**config.mk**
```make
export PLATFORM = sky130hd
export DESIGN_NAME = roi_crop_resize_rgb565_core
export DESIGN_NICKNAME = d
export VERILOG_FILES = /design/src/rcr_pkg.sv /design/src/rcr_front.sv /design/src/rcr_queue.sv /design/src/rcr_back.sv /design/src/roi_crop_resize_rgb565_core.sv
export VERILOG_INCLUDE_DIRS = /design/src /design/src/src
export SDC_FILE = /design/constraint.sdc
export NUM_CORES = 2
export LEC_CHECK = 0
export ABC_AREA = 1
export BUFFER_PORTS_ARGS = -buffer_cell sky130_fd_sc_hd__buf_2
export CAP_MARGIN = 20
export CELL_PAD_IN_SITES_DETAIL_PLACEMENT = 1
export CELL_PAD_IN_SITES_GLOBAL_PLACEMENT = 1
export CORE_ASPECT_RATIO = 0.9
export CORE_MARGIN = 1.5
export CORE_UTILIZATION = 35
export DETAILED_ROUTE_END_ITERATION = 8
export HOLD_SLACK_MARGIN = 0.12
export PLACE_DENSITY_LB_ADDON = 0.1
export REMOVE_ABC_BUFFERS = 1
export SYNTH_ARGS = -nofsm -noshare
export SYNTH_HDL_FRONTEND = slang
export SYNTH_HIERARCHICAL = 1
export SYNTH_SLANG_ARGS = --single-unit
export TNS_END_PERCENT = 50
```
**constraint.sdc**
```tcl
create_clock -name clk -period 12.6 [get_ports clk]
set_input_delay 1.26 -clock clk [delete_from_list [all_inputs] [get_ports clk]]
set_output_delay 1.26 -clock clk [all_outputs]
set_load 0.1 [all_outputs]
```
**src/roi_crop_resize_rgb565_core_defines.svh**
```systemverilog
// assertion macros for the roi crop and resize core
`ifndef ROI_CROP_RESIZE_RGB565_CORE_DEFINES_SVH
`define ROI_CROP_RESIZE_RGB565_CORE_DEFINES_SVH

`ifndef SYNTHESIS
// same-cycle implication
`define RCR_ASSERT_NOW(label, clk, rst_n, ante, cons) \
  label: assert property (@(posedge clk) disable iff (!rst_n) (ante) |-> (cons)) \
    else $error("rcr assertion failed");
// next-cycle implication
`define RCR_ASSERT_NEXT(label, clk, rst_n, ante, cons) \
  label: assert property (@(posedge clk) disable iff (!rst_n) (ante) |=> (cons)) \
    else $error("rcr assertion failed");
`else
`define RCR_ASSERT_NOW(label, clk, rst_n, ante, cons)
`define RCR_ASSERT_NEXT(label, clk, rst_n, ante, cons)
`endif

`endif

```
**src/rcr_pkg.sv**
```systemverilog
package rcr_pkg;

  localparam int FRAME_WIDTH_DEF  = 800;
  localparam int FRAME_HEIGHT_DEF = 480;
  localparam int MAX_OUT_SIZE_DEF = 256;

  localparam int QUEUE_DEPTH = 2;

  localparam logic OP_START = 1'b0;
  localparam logic OP_PIXEL = 1'b1;

  localparam logic [1:0] REG_IMG_SIDE    = 2'd0;
  localparam logic [1:0] REG_LAYOUT      = 2'd1;
  localparam logic [1:0] REG_ROI_PERCENT = 2'd2;

  localparam logic [8:0] IMG_SIDE_RST    = 9'd160;
  localparam logic       LAYOUT_RST      = 1'b0;
  localparam logic [8:0] ROI_PERCENT_RST = 9'd150;

  localparam int IN_DATA_W  = 48;
  localparam int OUT_DATA_W = 120;

  typedef struct packed {
    logic [8:0] img_side;
    logic       layout;
    logic [8:0] roi_percent;
  } cfg_t;

  typedef struct packed {
    logic       start;
    logic       face_found;
    logic [9:0] face_w;
    logic [9:0] mouth_x;
    logic [9:0] mouth_y;
    logic [7:0] red;
    logic [7:0] green;
    logic [7:0] blue;
  } cmd_t;

endpackage

```
**src/rcr_front.sv**
```systemverilog
module rcr_front (
  input  logic                          in_tvalid,
  output logic                          in_tready,
  input  logic [rcr_pkg::IN_DATA_W-1:0] in_tdata,
  input  logic                          in_tuser,
  input  logic                          q_full,
  output logic                          q_push,
  output rcr_pkg::cmd_t                 q_cmd
);

  logic [15:0] px;

  assign in_tready = !q_full;
  assign q_push    = in_tvalid && !q_full;
  assign px        = in_tdata[46:31];

  always_comb begin
    q_cmd.start      = (in_tuser == rcr_pkg::OP_START);
    q_cmd.face_found = in_tdata[0];
    q_cmd.face_w     = in_tdata[10:1];
    q_cmd.mouth_x    = in_tdata[20:11];
    q_cmd.mouth_y    = in_tdata[30:21];
    // rgb565 expansion
    q_cmd.red        = {px[15:11], 3'b000};
    q_cmd.green      = {px[10:5], 2'b00};
    q_cmd.blue       = {px[4:0], 3'b000};
  end

endmodule

```
**src/rcr_queue.sv**
```systemverilog
module rcr_queue #(
  parameter int DEPTH = rcr_pkg::QUEUE_DEPTH
) (
  input  logic                       clk,
  input  logic                       rst_n,
  input  logic                       push,
  input  rcr_pkg::cmd_t              push_cmd,
  input  logic                       pop,
  output logic                       q_valid,
  output rcr_pkg::cmd_t              q_cmd,
  output logic                       full,
  output logic [$clog2(DEPTH+1)-1:0] level
);

  localparam int PW = (DEPTH > 1) ? $clog2(DEPTH) : 1;
  localparam int CW = $clog2(DEPTH+1);

  rcr_pkg::cmd_t   mem_r [DEPTH];
  logic [PW-1:0]   wr_ptr_r, rd_ptr_r;
  logic [CW-1:0]   count_r;
  logic            do_push, do_pop;

  assign full    = (count_r == CW'(DEPTH));
  assign q_valid = (count_r != '0);
  assign q_cmd   = mem_r[rd_ptr_r];
  assign level   = count_r;
  assign do_push = push && !full;
  assign do_pop  = pop && q_valid;

  always_ff @(posedge clk) begin
    if (do_push) begin
      mem_r[wr_ptr_r] <= push_cmd;
    end
  end

  always_ff @(posedge clk) begin
    if (!rst_n) begin
      wr_ptr_r <= '0;
      rd_ptr_r <= '0;
      count_r  <= '0;
    end else begin
      if (do_push) begin
        wr_ptr_r <= (wr_ptr_r == PW'(DEPTH-1)) ? '0 : wr_ptr_r + 1'b1;
      end
      if (do_pop) begin
        rd_ptr_r <= (rd_ptr_r == PW'(DEPTH-1)) ? '0 : rd_ptr_r + 1'b1;
      end
      if (do_push && !do_pop) begin
        count_r <= count_r + 1'b1;
      end else if (do_pop && !do_push) begin
        count_r <= count_r - 1'b1;
      end
    end
  end

endmodule

```
**src/rcr_back.sv**
```systemverilog
module rcr_back #(
  parameter int FRAME_WIDTH  = rcr_pkg::FRAME_WIDTH_DEF,
  parameter int FRAME_HEIGHT = rcr_pkg::FRAME_HEIGHT_DEF,
  parameter int MAX_OUT_SIZE = rcr_pkg::MAX_OUT_SIZE_DEF
) (
  input  logic                           clk,
  input  logic                           rst_n,
  input  rcr_pkg::cfg_t                  cfg,
  input  logic                           q_valid,
  input  rcr_pkg::cmd_t                  q_cmd,
  output logic                           q_pop,
  output logic                           out_tvalid,
  input  logic                           out_tready,
  output logic [rcr_pkg::OUT_DATA_W-1:0] out_tdata,
  output logic                           out_tlast
);

  localparam logic [3:0] S_IDLE   = 4'd0;
  localparam logic [3:0] S_SIDE   = 4'd1;
  localparam logic [3:0] S_DIV    = 4'd2;
  localparam logic [3:0] S_DIVEND = 4'd3;
  localparam logic [3:0] S_CLAMP  = 4'd4;
  localparam logic [3:0] S_PLACE  = 4'd5;
  localparam logic [3:0] S_SRC    = 4'd6;
  localparam logic [3:0] S_OUT    = 4'd7;

  localparam logic [1:0] DIV_SCALE = 2'd1;
  localparam logic [1:0] DIV_MEAN  = 2'd2;

  localparam logic [4:0] DIV_LAST = 5'd23;
  // ceil(2^26 / 100), exact for every face width times percent product
  localparam logic [19:0] PCT_RECIP = 20'd671089;
  localparam logic [10:0] MIN_SIDE = 11'd64;

  function automatic logic [9:0] place_fn(input logic [9:0] c, input logic [10:0] side,
                                          input logic [10:0] extent);
    logic signed [12:0] p;
    p = $signed({3'b000, c}) - $signed({3'b000, side[10:1]});
    if (p < 0) p = '0;
    if (p + $signed({2'b00, side}) > $signed({2'b00, extent})) begin
      p = $signed({2'b00, extent}) - $signed({2'b00, side});
    end
    if (p < 0) p = '0;
    return p[9:0];
  endfunction

  logic [3:0]  state_r;
  logic        active_r;
  logic [9:0]  left_r, top_r;
  logic [10:0] side_r;
  logic [7:0]  mean_r;
  logic [8:0]  n_r;
  logic        layout_r;
  logic [16:0] nn_r;
  logic [10:0] qs_r;
  logic [8:0]  rs_r;
  logic [8:0]  col_r;
  logic [10:0] qx_r, qy_r;
  logic [8:0]  remx_r, remy_r;
  logic [15:0] lin_r;
  logic [23:0] gsum_r;

  // job start scratch
  logic        use_face_r;
  logic [18:0] prod_r;
  logic [23:0] side_raw_r;
  logic [9:0]  cx_r, cy_r;
  logic [38:0] pct_prod;

  // pending result
  logic [7:0]  red_r, green_r, blue_r;
  logic [17:0] dst_r;
  logic [18:0] src_r;
  logic        last_r;
  logic        idle_pix_r;

  // serial divider
  logic [23:0] div_quo_r;
  logic [16:0] div_rem_r;
  logic [16:0] div_den_r;
  logic [4:0]  div_cnt_r;
  logic [1:0]  div_op_r;

  logic [17:0] rem_sh;
  logic        rem_ge;
  logic [17:0] rem_new;

  logic        out_valid_r;
  logic [rcr_pkg::OUT_DATA_W-1:0] out_data_r;
  logic        out_last_r;

  logic [16:0] lin_inc;
  logic        is_last;
  logic        col_wrap;
  logic [9:0]  remx_sum, remy_sum;
  logic        remx_ovf, remy_ovf;
  logic [23:0] gsum_new;
  logic [8:0]  eff_n;
  logic [10:0] side_clamp;
  logic [11:0] sy, sx;
  logic [22:0] src_calc;
  logic [16:0] step_val;

  assign q_pop = (state_r == S_IDLE) && q_valid;

  always_comb begin
    rem_sh   = {div_rem_r, div_quo_r[23]};
    rem_ge   = (rem_sh >= {1'b0, div_den_r});
    rem_new  = rem_ge ? (rem_sh - {1'b0, div_den_r}) : rem_sh;

    pct_prod = 39'(prod_r) * 39'(PCT_RECIP);

    lin_inc  = {1'b0, lin_r} + 17'd1;
    is_last  = (lin_inc == nn_r);
    col_wrap = ({1'b0, col_r} + 10'd1) >= {1'b0, n_r};
    remx_sum = {1'b0, remx_r} + {1'b0, rs_r};
    remy_sum = {1'b0, remy_r} + {1'b0, rs_r};
    remx_ovf = (remx_sum >= {1'b0, n_r});
    remy_ovf = (remy_sum >= {1'b0, n_r});
    gsum_new = gsum_r + {16'd0, q_cmd.green};

    if (cfg.img_side == 9'd0) begin
      eff_n = 9'd1;
    end else if (cfg.img_side > 9'(MAX_OUT_SIZE)) begin
      eff_n = 9'(MAX_OUT_SIZE);
    end else begin
      eff_n = cfg.img_side;
    end

    if (side_raw_r < 24'(MIN_SIDE)) begin
      side_clamp = MIN_SIDE;
    end else if (side_raw_r > 24'(FRAME_HEIGHT)) begin
      side_clamp = 11'(FRAME_HEIGHT);
    end else begin
      side_clamp = side_raw_r[10:0];
    end

    sy       = {2'b00, top_r} + {1'b0, qy_r};
    sx       = {2'b00, left_r} + {1'b0, qx_r};
    src_calc = 23'(sy) * 23'(FRAME_WIDTH) + 23'(sx);
    step_val = idle_pix_r ? 17'd0 : (layout_r ? 17'd1 : nn_r);
  end

  always_ff @(posedge clk) begin
    if (!rst_n) begin
      state_r     <= S_IDLE;
      active_r    <= 1'b0;
      left_r      <= '0;
      top_r       <= '0;
      side_r      <= '0;
      mean_r      <= '0;
      n_r         <= 9'd1;
      layout_r    <= 1'b0;
      out_valid_r <= 1'b0;
    end else begin
      if (out_valid_r && out_tready && (state_r != S_OUT)) begin
        out_valid_r <= 1'b0;
      end
      unique case (state_r)
        S_IDLE: begin
          if (q_valid) begin
            if (q_cmd.start) begin
              prod_r     <= 19'(q_cmd.face_w) * 19'(cfg.roi_percent);
              use_face_r <= q_cmd.face_found && (q_cmd.face_w != 10'd0);
              cx_r       <= q_cmd.mouth_x;
              cy_r       <= q_cmd.mouth_y;
              state_r    <= S_SIDE;
            end else if (!active_r) begin
              red_r      <= '0;
              green_r    <= '0;
              blue_r     <= '0;
              dst_r      <= '0;
              src_r      <= '0;
              last_r     <= 1'b0;
              idle_pix_r <= 1'b1;
              state_r    <= S_OUT;
            end else begin
              red_r      <= q_cmd.red;
              green_r    <= q_cmd.green;
              blue_r     <= q_cmd.blue;
              idle_pix_r <= 1'b0;
              dst_r      <= layout_r ? (18'({lin_r, 1'b0}) + 18'(lin_r)) : 18'(lin_r);
              gsum_r     <= gsum_new;
              lin_r      <= lin_inc[15:0];
              if (!col_wrap) begin
                col_r  <= col_r + 9'd1;
                qx_r   <= qx_r + qs_r + 11'(remx_ovf);
                remx_r <= remx_ovf ? 9'(remx_sum - {1'b0, n_r}) : remx_sum[8:0];
              end else begin
                col_r  <= '0;
                qx_r   <= '0;
                remx_r <= '0;
                qy_r   <= qy_r + qs_r + 11'(remy_ovf);
                remy_r <= remy_ovf ? 9'(remy_sum - {1'b0, n_r}) : remy_sum[8:0];
              end
              if (is_last) begin
                active_r  <= 1'b0;
                last_r    <= 1'b1;
                src_r     <= '0;
                div_quo_r <= gsum_new;
                div_rem_r <= '0;
                div_den_r <= nn_r;
                div_cnt_r <= '0;
                div_op_r  <= DIV_MEAN;
                state_r   <= S_DIV;
              end else begin
                last_r  <= 1'b0;
                state_r <= S_SRC;
              end
            end
          end
        end
        S_SIDE: begin
          if (use_face_r) begin
            // percent product over 100 by reciprocal multiply
            side_raw_r <= 24'(pct_prod[38:26]);
          end else begin
            side_raw_r <= 24'(FRAME_HEIGHT);
            cx_r       <= 10'(FRAME_WIDTH / 2);
            cy_r       <= 10'(FRAME_HEIGHT / 2);
          end
          state_r <= S_CLAMP;
        end
        S_DIV: begin
          div_rem_r <= rem_new[16:0];
          div_quo_r <= {div_quo_r[22:0], rem_ge};
          div_cnt_r <= div_cnt_r + 5'd1;
          if (div_cnt_r == DIV_LAST) begin
            state_r <= S_DIVEND;
          end
        end
        S_DIVEND: begin
          unique case (div_op_r)
            DIV_SCALE: begin
              qs_r    <= div_quo_r[10:0];
              rs_r    <= div_rem_r[8:0];
              state_r <= S_SRC;
            end
            default: begin
              mean_r  <= div_quo_r[7:0];
              state_r <= S_OUT;
            end
          endcase
        end
        S_CLAMP: begin
          side_r   <= side_clamp;
          n_r      <= eff_n;
          layout_r <= cfg.layout;
          state_r  <= S_PLACE;
        end
        S_PLACE: begin
          left_r     <= place_fn(cx_r, side_r, 11'(FRAME_WIDTH));
          top_r      <= place_fn(cy_r, side_r, 11'(FRAME_HEIGHT));
          nn_r       <= 17'(n_r) * 17'(n_r);
          col_r      <= '0;
          qx_r       <= '0;
          qy_r       <= '0;
          remx_r     <= '0;
          remy_r     <= '0;
          lin_r      <= '0;
          gsum_r     <= '0;
          active_r   <= 1'b1;
          red_r      <= '0;
          green_r    <= '0;
          blue_r     <= '0;
          dst_r      <= '0;
          last_r     <= 1'b0;
          idle_pix_r <= 1'b0;
          div_quo_r  <= 24'(side_r);
          div_rem_r  <= '0;
          div_den_r  <= 17'(n_r);
          div_cnt_r  <= '0;
          div_op_r   <= DIV_SCALE;
          state_r    <= S_DIV;
        end
        S_SRC: begin
          src_r   <= src_calc[18:0];
          state_r <= S_OUT;
        end
        S_OUT: begin
          if (!out_valid_r || out_tready) begin
            out_valid_r <= 1'b1;
            out_last_r  <= last_r;
            out_data_r  <= {5'd0, mean_r, step_val, dst_r, blue_r, green_r, red_r,
                            src_r, side_r[8:0], top_r, left_r};
            state_r     <= S_IDLE;
          end
        end
        default: begin
          state_r <= S_IDLE;
        end
      endcase
    end
  end

  assign out_tvalid = out_valid_r;
  assign out_tdata  = out_data_r;
  assign out_tlast  = out_last_r;

endmodule

```
**src/roi_crop_resize_rgb565_core.sv**
```systemverilog
// Nearest-neighbor crop and resize of an RGB565 frame into an 8-bit RGB image. A start beat
// (in_tuser low) carries a face observation and fixes a square region, clamped to 64..frame
// height and kept inside the frame; each later pixel beat (in_tuser high) brings the word
// fetched at the src_index of the previous result and yields one result beat with the
// expanded color, its destination byte index and the next source index. out_tlast marks the
// final pixel, whose beat carries the green mean. Once the back takes it, a start runs the
// 24-step serial divide of region side over output size (the percent scaling is a reciprocal
// multiply); a pixel passes through the source index and output states; the final pixel runs
// the 24-step divide for the mean. A stalled result holds the back until it is taken. A
// two-beat queue sits between the accepting front and the working back, and the result
// register lets the next item queue while a result waits.
`include "roi_crop_resize_rgb565_core_defines.svh"

module roi_crop_resize_rgb565_core #(
  parameter int FRAME_WIDTH  = rcr_pkg::FRAME_WIDTH_DEF,
  parameter int FRAME_HEIGHT = rcr_pkg::FRAME_HEIGHT_DEF,
  parameter int MAX_OUT_SIZE = rcr_pkg::MAX_OUT_SIZE_DEF
) (
  input  logic                           clk,
  input  logic                           rst_n,
  // input stream
  input  logic                           in_tvalid,
  output logic                           in_tready,
  // face_found[0], face width[10:1], mouth_x[20:11], mouth_y[30:21], pixel[46:31]
  input  logic [rcr_pkg::IN_DATA_W-1:0]  in_tdata,
  // opcode[0]
  input  logic                           in_tuser,
  // result stream
  output logic                           out_tvalid,
  input  logic                           out_tready,
  // roi_x[9:0], roi_y[19:10], roi_size[28:20], src_index[47:29], red[55:48],
  // green[63:56], blue[71:64], dest_index[89:72], channel_step[106:90], roi_mean[114:107]
  output logic [rcr_pkg::OUT_DATA_W-1:0] out_tdata,
  output logic                           out_tlast,
  // configuration writes
  input  logic                           cfg_valid,
  output logic                           cfg_ready,
  input  logic [1:0]                     cfg_index,
  input  logic [8:0]                     cfg_data
);

  localparam int LW = $clog2(rcr_pkg::QUEUE_DEPTH + 1);

  rcr_pkg::cfg_t cfg_r;
  rcr_pkg::cmd_t push_cmd, pop_cmd;
  logic          q_push, q_pop, q_valid, q_full;
  logic [LW-1:0] q_level;

  // config registers, always ready
  assign cfg_ready = 1'b1;

  always_ff @(posedge clk) begin
    if (!rst_n) begin
      cfg_r.img_side    <= rcr_pkg::IMG_SIDE_RST;
      cfg_r.layout      <= rcr_pkg::LAYOUT_RST;
      cfg_r.roi_percent <= rcr_pkg::ROI_PERCENT_RST;
    end else if (cfg_valid) begin
      unique case (cfg_index)
        rcr_pkg::REG_IMG_SIDE:    cfg_r.img_side    <= cfg_data;
        rcr_pkg::REG_LAYOUT:      cfg_r.layout      <= cfg_data[0];
        rcr_pkg::REG_ROI_PERCENT: cfg_r.roi_percent <= cfg_data;
        default: ; // unknown index ignored
      endcase
    end
  end

  // front: accept and classify beats
  rcr_front u_front (
    .in_tvalid (in_tvalid),
    .in_tready (in_tready),
    .in_tdata  (in_tdata),
    .in_tuser  (in_tuser),
    .q_full    (q_full),
    .q_push    (q_push),
    .q_cmd     (push_cmd)
  );

  // queue between front and back
  rcr_queue #(
    .DEPTH (rcr_pkg::QUEUE_DEPTH)
  ) u_queue (
    .clk      (clk),
    .rst_n    (rst_n),
    .push     (q_push),
    .push_cmd (push_cmd),
    .pop      (q_pop),
    .q_valid  (q_valid),
    .q_cmd    (pop_cmd),
    .full     (q_full),
    .level    (q_level)
  );

  // back: region setup, resampling walk, mean
  rcr_back #(
    .FRAME_WIDTH  (FRAME_WIDTH),
    .FRAME_HEIGHT (FRAME_HEIGHT),
    .MAX_OUT_SIZE (MAX_OUT_SIZE)
  ) u_back (
    .clk        (clk),
    .rst_n      (rst_n),
    .cfg        (cfg_r),
    .q_valid    (q_valid),
    .q_cmd      (pop_cmd),
    .q_pop      (q_pop),
    .out_tvalid (out_tvalid),
    .out_tready (out_tready),
    .out_tdata  (out_tdata),
    .out_tlast  (out_tlast)
  );

  // backpressure on the input only when the queue is full
  `RCR_ASSERT_NOW(a_ready_full, clk, rst_n, !in_tready, q_level == LW'(rcr_pkg::QUEUE_DEPTH))
  // queue never overfills
  `RCR_ASSERT_NOW(a_level_max, clk, rst_n, 1'b1, q_level <= LW'(rcr_pkg::QUEUE_DEPTH))
  // the final pixel beat points at source index zero
  `RCR_ASSERT_NOW(a_last_src, clk, rst_n, out_tvalid && out_tlast, out_tdata[47:29] == 19'd0)
  // a beat accepted into an empty queue is held there next cycle
  `RCR_ASSERT_NEXT(a_queue_fill, clk, rst_n, in_tvalid && in_tready && (q_level == '0),
                   q_level != '0)

endmodule
```
==> impl_metrics.csv <==
group,metric,value,unit
critical_path,critical_path_required,13.02,ns
floorplanning,die_width,375.1,um
yosys,synthTopCellsByCount,"inv_1 (888), nand2_1 (654), edfxtp_1 (533), ha_1 (431), nor2_1 (370)",
global_routing,grt_pass1_wl,181.9,mm
sta,hold_violations,0,
critical_path,cp_max_fo,16,
global_routing,antenna_found_initial,14,
clocking,clk_transition_reported_paths,0.06,ns
yosys,synth.largest_area_cell,"edfxtp_1",
sta,clock.fmax,157.2,MHz
critical_path,critPathLaunchType,"register",
final_layout,fin_util,39.22,%
hold_path,holdCritStartpoint,"u_back/src_r[7]$_SDFFCE_PP0P_",
sta,tightestPinTransition,1.061,ns
sta,rsz0062_at_grt,"false",
final_layout,design_area,48370,sq um
place,io_buffer_count,180,
final_layout,nFillCells,14056,
final_layout,drive_gt1_share,10.11,%
hold_path,whs_endpoint,"u_back/out_tdata[36]$_DFFE_PP_",
floorplanning,coreArea,123300,sq um
routing,drtIter0Drc,1208,
critical_path,max_stage_delay,0.56,ns
place,hpwl,90.04,mm
yosys,async_flop_share,0,%
yosys,synth_edf_count,533,
yosys,synth-main-ff-cell,"edfxtp_1",
place,globalplace.congestion,0.7994,
floorplanning,die_h,337.9,um
critical_path,r2r_setup_slack,6.24,ns
clocking,postCtsHoldBufs,0,
floorplanning,die-area,126700,sq um
yosys,synthDistinctLibCells,64,
routing,viasPerCell,4.746,
critical_path,r2r_start,"u_back/rs_r[2]$_DFFE_PP_",
critical_path,setup.worst_path.class,"register to register",
final_layout,area_growth,10.92,%
place,dpl-instance-area,46010,sq um
clocking,clock-sinks,611,
routing,drt-pass1-iter-count,5,
final_layout,nNetsFinal,5405,
critical_path,cp_num_buf_inv,5,
routing,route.detailed.drc,0,
global_routing,grt_pass1_vias,32338,
clocking,numCtsBuffers,73,
sta,clock_skew,0.03387,ns
yosys,synth_area,43610,sq um
sta,period_share,50.47,%
clocking,cts_setup_buffers,0,
status,status,"finished, final reports clean",
place,dp.cells,6199,
routing,drt.antenna.violating_nets,0,
yosys,avgSynthCellArea,9.653,sq um
job,cap_violations,0,
global_routing,grt_overflow_total,0,
hold_path,hp-class,"register to register",
yosys,seq_area_frac_synth,40.28,%
yosys,synth_area_leaders,"edfxtp_1 (37%), ha_1 (12%), fa_1 (11%)",
clocking,clock_path_buffers,3,
global_routing,grt_util_all_layers,18.54,%
clocking,cts_tree,"done",
floorplanning,initial_utilization,35.36,%
clocking,cts.repair.resized,0,
sta,period_needed,6.360,ns
clocking,clock_latency,0.68,ns
sta,drv_slew,0,
sta,setup_violations,0,
critical_path,worstPathArrival,6.78,ns
routing,num_vias,30063,
critical_path,end_kind,"register",
routing,wl_per_cell,18.22,um
hold_path,holdPathStages,0,
sta,maxSlewHeadroom,29.24,%
yosys,ys_ff_latch,611,
critical_path,rr_worst_depth,37,
yosys,yosys_warnings,6,
floorplanning,pin_count,189,
clocking,cts-root-buf,"clkbuf_16",
yosys,synth_top_area_share,36.70,%
sta,setup_tns,0,ns
global_routing,grt_max_degree,66,
clocking,htreeDepth,3,
routing,drt-total-wl,115.4,mm
critical_path,cpMostUsedCell,"nor2_1",
final_layout,final_cells,6334,
critical_path,timing.rr.end,"u_back/qx_r[10]$_SDFFCE_PP0P_",
yosys,yosysMostFrequentCell,"inv_1",
floorplanning,row_count,122,
critical_path,cp_slowest_cell,"fa_1",
yosys,syn_inst,4518,
critical_path,crit_family,"simple AND/OR/NAND/NOR gates",
-- kinds of logic after synthesis --
family          Yosys count  synth area share (%)
simple gates           1328                 13.14
buf+inv                1059                 9.895
fa+ha+maj               677                 23.66
compound gates          615                 7.815
flops                   611                 40.28
xor+xnor                169                 3.394
mux                      56                 1.790
other cells               3               0.02582
-- worst register-to-register path: cells and delay by family, from the launching register on --
kind | cells | cell delay [ns]
flops | 1 | 0.40
xor+xnor | 1 | 0.15
buf+inv | 5 | 0.31
compound gates | 11 | 1.75
fa+ha+maj | 4 | 1.65
simple gates | 16 | 1.84
-- cell usage in the layout (no fill, tap or decap), drive strengths merged, types with 2 or more instances in the layout --
cell      Yosys  layout
mux2         56      56
o21bai       21      21
o221ai        3       3
buf          86     217
nand4        42      42
nor4         11      11
xnor2        61      61
and3          2       2
a31oi        11      11
diode         0       3
a21oi       306     306
a22oi        13      13
o2111ai       2       2
o211ai        5       5
o21ai       200     200
a21o         10      10
nand2       672     672
o31ai         5       5
nand3b       19      19
nand3       127     127
dfxtp        78      78
and2          4       4
fa          246     246
ha          431     431
clkinvlp      0       3
nor2        379     379
bufinv        0       5
clkbuf       73      96
a21boi        6       6
o21a         15      15
a211oi       13      13
clkinv        6      28
edfxtp      533     533
xor2        108     108
nor3b         3       3
nor3         44      44
conb          3      15
or2          24      24
inv         894     899
-- state kept, by name, summed over array words and instances (netlist names), 10 cells and up, named ones only --
register	flops
u_back/lin_r	16
u_back/gsum_r	24
u_back/div_rem_r	17
u_back/qy_r	11
u_back/cy_r	10
u_queue/mem_r	112
u_back/side_raw_r	13
cfg_r	19
u_back/dst_r	18
u_back/cx_r	10
u_back/prod_r	19
u_back/side_r	11
u_back/div_den_r	17
u_back/qx_r	11
u_back/out_tdata	114
u_back/left_r	10
u_back/src_r	19
u_back/top_r	10
u_back/nn_r	16
u_back/div_quo_r	24
u_back/qs_r	11
-- cell type report --
type,count,area [sq um],area share [%]
multi-input combinational,2860,21870,45.22
sequential,611,17570,36.32
clock inverter,35,352.8,0.7294
timing repair buffer,217,1199,2.478
clock buffer,96,1973,4.079
inverter,900,3379,6.986
tap,1612,2017,4.169
antenna,3,7.507,0.01552
-- worst max path at each step --
stage                     slack (ns)                     start  cells past startpoint                       endpoint
after global placement          6.18  u_back/rs_r[2]$_DFFE_PP_                     37  u_back/qx_r[10]$_SDFFCE_PP0P_
final                           6.24  u_back/rs_r[2]$_DFFE_PP_                     37  u_back/qx_r[10]$_SDFFCE_PP0P_
after CTS                       6.17  u_back/rs_r[0]$_DFFE_PP_                     34  u_back/qx_r[10]$_SDFFCE_PP0P_
after floorplan                 1.74                     rst_n                      2  u_back/out_tdata[0]$_DFFE_PP_
after detailed placement        6.17  u_back/rs_r[0]$_DFFE_PP_                     34  u_back/qx_r[10]$_SDFFCE_PP0P_
after global routing            5.55  u_back/rs_r[0]$_DFFE_PP_                     33  u_back/qy_r[10]$_SDFFCE_PP0P_
-- per-layer routing --
layer  vias to the layer above  global-route usage (%)  wire, um
li1                      14954                       -         -
met1                     14661                   24.40     54980
met2                       307                   31.31     53220
met3                       127                   3.988      4959
met4                        14                   3.997      2126
met5                         -                       0       103
-- per-stage QoR --
stage / hold WS (ns) / setup WS (ns)
detailed placement: 0.4057 / 6.167
finish: 0.4154 / 6.240
CTS: 0.4190 / 6.171
floorplan: 0.4003 / 1.735
global route: 0.4183 / 5.551
global placement: 0.4014 / 6.182
Power is left out: the tool's default activity adds up to more than one toggle a clock period on the data nets, which glitch-free logic cannot reach.
